<file path="config.mk">
export PLATFORM = sky130hd
export DESIGN_NAME = qfr_round_sat
export DESIGN_NICKNAME = d
export VERILOG_FILES = /design/src/rtl/qfr_pkg.sv /design/src/rtl/qfr_round_sat.sv
export SDC_FILE = /design/constraint.sdc
export NUM_CORES = 1
export LEC_CHECK = 0
export BUFFER_PORTS_ARGS = -buffer_cell sky130_fd_sc_hd__buf_4
export CAP_MARGIN = 25
export CORE_UTILIZATION = 37
export DETAILED_ROUTE_END_ITERATION = 10
export GPL_ROUTABILITY_DRIVEN = 0
export PLACE_DENSITY_LB_ADDON = 0.15
export SYNTH_ARGS = -nofsm -noshare
export SYNTH_HDL_FRONTEND = slang
export SYNTH_SLANG_ARGS = --single-unit
</file>
<file path="constraint.sdc">
create_clock -name vclk -period 1.9
set_input_delay 0.095 -clock vclk [all_inputs]
set_output_delay 0.095 -clock vclk [all_outputs]
set_load 0.05 [all_outputs]
</file>
<file path="src/rtl/qfr_pkg.sv">
package qfr_pkg;

  localparam int CompW        = 16;
  localparam int PoseFracBits = 14;

  // p*b product and the four-term sum of the first Hamilton product
  localparam int ProdW = 2 * CompW;
  localparam int HelpW = ProdW + 2;
  // helper*p product and the four-term sum of the second Hamilton product
  localparam int Prod2W = HelpW + CompW;
  localparam int SumW   = Prod2W + 2;
  // scale of the exact sum is 2^(2F)
  localparam int RndShift = 2 * PoseFracBits;
  localparam int ShW      = SumW - RndShift;

  typedef logic signed [CompW-1:0]  comp_t;
  typedef logic signed [ProdW-1:0]  prod_t;
  typedef logic signed [HelpW-1:0]  help_t;
  typedef logic signed [Prod2W-1:0] prod2_t;
  typedef logic signed [SumW-1:0]   sum_t;
  typedef logic signed [ShW-1:0]    shifted_t;

endpackage

</file>
<file path="src/rtl/qfr_round_sat.sv">
module qfr_round_sat (
  input  qfr_pkg::sum_t  acc_i,
  output qfr_pkg::comp_t res_o
);

  localparam qfr_pkg::sum_t Half = qfr_pkg::sum_t'(1) <<< (qfr_pkg::RndShift - 1);

  qfr_pkg::sum_t     rounded;
  qfr_pkg::shifted_t shifted;
  logic              fits;

  always_comb begin
    // add half, then floor: ties go towards plus infinity
    rounded = acc_i + Half;
    shifted = qfr_pkg::shifted_t'(rounded >>> qfr_pkg::RndShift);
    // fits when every bit above the result's sign bit equals the sign
    fits = (shifted[qfr_pkg::ShW-1:qfr_pkg::CompW-1] == '0) ||
           (shifted[qfr_pkg::ShW-1:qfr_pkg::CompW-1] == '1);
    if (fits) begin
      res_o = shifted[qfr_pkg::CompW-1:0];
    end else if (shifted[qfr_pkg::ShW-1]) begin
      res_o = {1'b1, {(qfr_pkg::CompW-1){1'b0}}};
    end else begin
      res_o = {1'b0, {(qfr_pkg::CompW-1){1'b1}}};
    end
  end

endmodule

</file>
==> reports/metrics.yaml, run 1 <==
synth:
  ys_top_cells_by_area: "xor2_1, xnor2_1, nor4_1"
  synth_cells: 114
  ys_seq_area_share_pct: 0
  yosys.area.top_type: "xor2_1"
  synth_top_area_share_pct: 10.6
  syn_nets: 167
  synthDistinctLibCells: 39
  syn_area_per_cell_sq_um: 7.25
  yosys_warnings: 0
  synth_area_sq_um: 827
floorplanning:
  die_y_um: 49.3
  pin_count: 68
  start_util_pct: 40.9
  fp-row-count: 16
  die_width_um: 49.3
place:
  pre_cts_slack_ns: -0.523
  dp_hpwl_mm: 3.72
  placed_cells: 236
  io_buffers: 41
clock_tree:
  cts_resized: 41
  hold_buffers: 0
  cts_setup_buffers: 5
run_status:
  run_status: "did not finish"
  haltStage: "clock tree synthesis"
  stop_error: "[ERROR DPL-0038] Utilization greater than 100%, impossible to legalize"
-- synthesized netlist by cell type (2+ instances only) --
cell       number
and4_1          2
nor4_1          8
and3_1          3
xor2_1         10
inv_1           3
o21a_1          2
o22ai_1         8
nand2b_1        2
nand2_1         7
xnor2_1         7
or4_1           6
nor2_1          8
or4_4           2
o31a_1          2
a22oi_1         3
o31ai_1         2
nand4_1         7
nor4_2          2
a2bb2oi_1       3
nand3_1         8
-- through the flow --
step	instance area [sq um]	TNS, ns
2_1_floorplan	1090	-4.19
3_3_place_gp	1830	-5.59
3_5_place_dp	1830	-7.23
-- cell families after synthesis --
| family | count (synthesis) | share of synthesized area (%) |
|---|---|---|
| fa+ha+maj | 1 | 1.51 |
| xor+xnor | 17 | 18.0 |
| compound gates | 26 | 24.1 |
| buf+inv | 6 | 4.08 |
| simple gates | 64 | 52.3 |
==> run 2, diff against run 1 <==
--- a/config.mk
+++ b/config.mk
@@ -7,8 +7,9 @@
 export LEC_CHECK = 0
 export BUFFER_PORTS_ARGS = -buffer_cell sky130_fd_sc_hd__buf_4
 export CAP_MARGIN = 25
-export CORE_UTILIZATION = 37
+export CORE_AREA = 2 2 63 65
 export DETAILED_ROUTE_END_ITERATION = 10
+export DIE_AREA = 0 0 65 67
 export GPL_ROUTABILITY_DRIVEN = 0
 export PLACE_DENSITY_LB_ADDON = 0.15
 export SYNTH_ARGS = -nofsm -noshare
==> constraint.sdc (replaced) <==
create_clock -name vclk -period 2.45
set_input_delay 0.1225 -clock vclk [all_inputs]
set_output_delay 0.1225 -clock vclk [all_outputs]
set_load 0.05 [all_outputs]
==> reports/metrics.yaml, run 2 <==
run_status:
  run_status: "completed"
routing:
  drc: 0
  drt_iter0_markers: 35
  dr.pass1.iters: 4
  post_drt_via_cell_ratio: 5.16
  vias: 1186
  wirelength_mm: 3.16
  wire_per_inst_um: 13.7
  ant_nets: 0
worst_setup_path:
  setup.worst_path.class: "primary input to output port"
  path_common_cell: "or4_4"
  cp.required_ns: 2.33
  cp-end-kind: "output port"
  start_kind: "primary input"
  critical_path.cell_chain: "buf_8 > nand4_4 > or4_4 > nor4_4 > o22ai_4 > or4_4 > a22oi_2 > buf_6"
  slowest_stage: "or4_4"
  crit_fanout: 7
  crit_family: "simple AND/OR/NAND/NOR gates"
  path_buf_inv: 2
  critPathMaxStageDelay_ns: 0.57
  worst_ep_arrival_time_ns: 2.29
synth:
  ys_seq_area_share_pct: 0  # unchanged
  synth_cells: 114  # unchanged
  synthTopCellsByCount: "xor2_1, nand3_1, nor2_1, nor4_1, o22ai_1"
  ys_top_cells_by_area: "xor2_1, xnor2_1, nor4_1"
  synth_top_area_share_pct: 10.6  # unchanged
  syn_area_per_cell_sq_um: 7.25  # unchanged
  yosys.area.top_type: "xor2_1"
  yosysMostFrequentCell: "xor2_1"
  synthDistinctLibCells: 39  # unchanged
  syn_nets: 167  # unchanged
  yosys_warnings: 0  # unchanged
  synth_area_sq_um: 827  # unchanged
finish:
  syn_to_final_growth_pct: 96.4
  n_antenna_cell: 0
  fin_util_pct: 45.0
  instances_no_fill: 230
  design_area_sq_um: 1620
  final_cell_mix: "buf_4, xor2_1, nor2_1"
  fillers: 357
  drive_gt1_share_pct: 58.2
  layout.nets: 237
  final_common_cell: "buf_4"
  clkbuf_count: 0
  seq_cells: 0
  seqCellArea_sq_um: 0
global_route:
  grt_start_max_net_pins: 16
  gr-usage-met1_pct: 19.1
  gr-total-overflow: 0
  grt_pass1_vias: 1171
  antenna_found_initial: 0
  grt.busiest_layer: "met2"
  grtUsageTotal_pct: 14.7
  grt_pass1_wl_mm: 5.21
  grtUsageMet3_pct: 0.169
  grt_use_met2_pct: 28.5
place:
  dp_hpwl_mm: 2.67  # -28%
  placed_area_sq_um: 1470  # -20%
  placed_cells: 228  # -3.4%
  io_buffers: 41  # unchanged
  pre_cts_slack_ns: -0.0694  # +0.454 ns
pwr:
  p_clk_share_pct: 0
  power.density_nw_per_um2: 165
  p_seq_share_pct: 0
  p_leak_nw: 0.612
  combPwrFrac_pct: 100.0
  power.internal_w: 0.000113
  p_sw_w: 0.000155
  peakVddDrop_uv: 44.0
  swShare_pct: 57.8
timing:
  drv_slew: 0
  setup_violations: 0
  worst_slew_pin_slew_ns: 0.379
  finalSetupTns_ns: 0
  max_slew_margin_pct: 74.5
  max_freq_mhz: 415
  period_share_pct: 98.3
  rsz0062_at_grt: "true"
  hold_viol_final: 0
  setup_ws_ns: 0.0405
  finalCriticalPeriod_ns: 2.41
hold_path:
  min_path_type: "primary input to output port"
floorplanning:
  die_area_sq_um: 4360
  die_width_um: 65  # +32%
  fp-row-count: 22  # +6
  start_util_pct: 22.9  # -18 points
  pin_count: 68  # unchanged
  die_y_um: 67  # +36%
  fp.coreArea_sq_um: 3610
job:
  maxCapViolCount: 0
clock_tree:
  hold_buffers: 0  # unchanged
run 2: cell counts after synthesis:
Identical to the previous run, type by type.
run 2: layer usage:
metal  vias to the layer above  wire length [um]
li1                        606                 -
met1                       560              1440
met2                        20              1640
met3                         0                83
met4                         0                 0
met5                         -                 0
run 2: area by class of cell:
type | instances | area (sq um) | area share (%)
multi-input combinational | 108 | 977 | 60.2
timing repair buffer | 71 | 576 | 35.4
tap | 48 | 60.1 | 3.70
inverter | 3 | 11.3 | 0.693
run 2: power by group through the flow:
stage          registers (W)  clock network, W  logic, W
2_1_floorplan              0                 0  0.000131
3_3_place_gp               0                 0  0.000245
3_5_place_dp               0                 0  0.000247
4_1_cts                    0                 0  0.000259
5_1_grt                    0                 0  0.000285
6_report                   0                 0  0.000267
run 2: through the flow:
step | power (W) | hold slack, ns
floorplan | 0.000131 | 0.544
global placement | 0.000245 | 0.707
detailed placement | 0.000247 | 0.729
CTS | 0.000259 | 0.742
global route | 0.000285 | 0.752
finish | 0.000267 | 0.739
run 2: kinds of logic after synthesis:
| kind of cell | share of synthesized area, % |
|---|---|
| xor gates and xnor gates | 18.0 |
| and+or+nand+nor | 52.3 |
| adders and majority gates | 1.51 |
| AOI/OAI and AO/OA | 24.1 |
| buffers and inverters | 4.08 |
run 2: path summary, 6_finish.rpt:
path,startpoint,end,cells after the start
max,acc_i[43],res_o[14],8
min,acc_i[37],res_o[9],4
run 2: repair_timing:
item,CTS,global route
pin swaps,9,4
gates resized for setup,13,15
endpoints found under the setup margin,15,15
cloned,0,0
setup buffers,2,0
run 2: tightest hold or removal path: stages:
cell and delay [ns]:
buf_4 0.12, xor2_1 0.08, o22ai_2 0.08, buf_4 0.21
No activity file was read; power rests on OpenSTA's default activity.
==> run 3, diff against run 2 <==
==> constraint.sdc (replaced) <==
create_clock -name vclk -period 2.1
set_input_delay 0.105 -clock vclk [all_inputs]
set_output_delay 0.105 -clock vclk [all_outputs]
set_load 0.05 [all_outputs]
==> reports/metrics.yaml, run 3 (synthesis results as in run 2) <==
finish:
  clkbuf_count: 0  # unchanged
  syn_to_final_growth_pct: 159
  layout.nets: 273  # +15%
  drive_gt1_share_pct: 68.8  # +11 points
  seq_cells: 0  # unchanged
  final_cell_mix: "buf_4, buf_6, o22ai_4, xor2_1"
  multi_input_area_sq_um: 1160  # +19%
  n_antenna_cell: 0  # unchanged
  instances_no_fill: 266  # +16%
  final_common_cell: "buf_4"
  fillers: 294  # -18%
  seqCellArea_sq_um: 0  # unchanged
timing:
  worst_slew_pin_slew_ns: 0.471  # +0.0917 ns
  drv_slew: 0  # unchanged
  period_share_pct: 113
  hold_viol_final: 0  # unchanged
  rsz0062_at_grt: "true"
  setup_violations: 15  # +15
  max_slew_margin_pct: 68.5  # -6.0 points
  finalCriticalPeriod_ns: 2.37
  setup_ws_ns: -0.274  # -0.315 ns
  finalSetupTns_ns: -2.88  # -2.88 ns
  max_freq_mhz: 421
place:
  io_buffers: 41  # unchanged
  placed_cells: 248  # +8.8%
  dp_hpwl_mm: 3.04  # +14%
job:
  maxCapViolCount: 0  # unchanged
floorplanning:
  pin_count: 68  # unchanged
  die_area_sq_um: 4360  # unchanged
  start_util_pct: 22.9  # unchanged
  fp.coreArea_sq_um: 3610  # unchanged
  die_y_um: 67  # unchanged
  die_width_um: 65  # unchanged
  fp-row-count: 22  # unchanged
pwr:
  combPwrFrac_pct: 100.0  # about the same
  p_sw_w: 0.000215  # +39%
  p_seq_share_pct: 0  # unchanged
  power.density_nw_per_um2: 186  # +13%
  total_power_w: 0.000400  # +50%
  p_leak_nw: 0.864  # +41%
  peakVddDrop_uv: 82.8  # +88%
  swShare_pct: 53.7  # -4.1 points
  p_clk_share_pct: 0  # unchanged
  power.internal_w: 0.000185  # +64%
routing:
  wire_per_inst_um: 15.9  # +15%
  drt_iter0_markers: 40  # +14%
  ant_nets: 0  # unchanged
  dr.pass1.iters: 4  # unchanged
  post_drt_via_cell_ratio: 5.18  # +0.46%
  drc: 0  # unchanged
  wirelength_mm: 4.22  # +34%
  vias: 1378  # +16%
worst_setup_path:
  cp.required_ns: 2.00  # -0.33 ns
  start_kind: "primary input"
  cp-end-kind: "output port"
  crit_fanout: 9  # +2
  setup.worst_path.class: "primary input to output port"
  worst_ep_arrival_time_ns: 2.27  # -0.02 ns
global_route:
  grt_pass1_wl_mm: 6.68  # +28%
  grt_start_max_net_pins: 10  # -6
  grtUsageTotal_pct: 19.5  # +4.8 points
  antenna_found_initial: 0  # unchanged
  grt_pass1_vias: 1399  # +19%
  gr-total-overflow: 0  # unchanged
run_status:
  violations: "setup timing"
  run_status: "finished, violations left"
clock_tree:
  hold_buffers: 0  # unchanged
hold_path:
  min_path_type: "primary input to output port"
run 3: final cells by class:
class	count	area share (%)
inverter	3	0.525
timing repair buffer	106	42.6
tap	48	2.80
multi-input combinational	109	54.0
run 3: power groups by stage:
stage | Clock (W) | Combinational [W] | Sequential (W)
after floorplan | 0 | 0.000177 | 0
after global placement | 0 | 0.000335 | 0
after detailed placement | 0 | 0.000340 | 0
after CTS | 0 | 0.000389 | 0
after global routing | 0 | 0.000421 | 0
final | 0 | 0.000400 | 0
run 3: metrics by stage:
step | utilization (%) | setup slack, ns | cell area, sq um | hold slack, ns
5_1_grt | 59.5 | -0.363 | 2140 | 0.811
4_1_cts | 58.2 | -0.254 | 2100 | 0.764
6_report | 59.5 | -0.274 | 2140 | 0.778
3_5_place_dp | 48.1 | -0.379 | 1730 | 0.795
2_1_floorplan | - | -0.250 | 1040 | 0.498
3_3_place_gp | 48.1 | -0.295 | 1730 | 0.784
run 3: final timing paths:
kind | start | endpoint | cells after the start
max | acc_i[27] | res_o[7] | 10
min | acc_i[28] | res_o[0] | 5
run 3: metal layers:
layer	up-vias	GRT usage [%]	part of all wire, %
met1	656	22.8	42
met4	0	2.93	1.2
met3	6	0.845	3.5
met5	-	0	0
li1	675	-	-
met2	41	39.3	54
run 3: timing repair:
| action | in CTS | in global routing |
|---|---|---|
| pin swaps | 25 | 10 |
| gates cloned | 2 | 0 |
| gates resized for setup | 49 | 3 |
| setup endpoints to repair | 15 | 16 |
| buffers inserted | 12 | 4 |
run 3: worst max-delay path, cell delays in order:
cell,delay (ns)
buf_6,0.08
ha_4,0.12
nand4_1,0.13
buf_4,0.18
or3_4,0.35
nor4_4,0.21
o22ai_4,0.20
or4_1,0.52
a22oi_2,0.18
buf_6,0.18
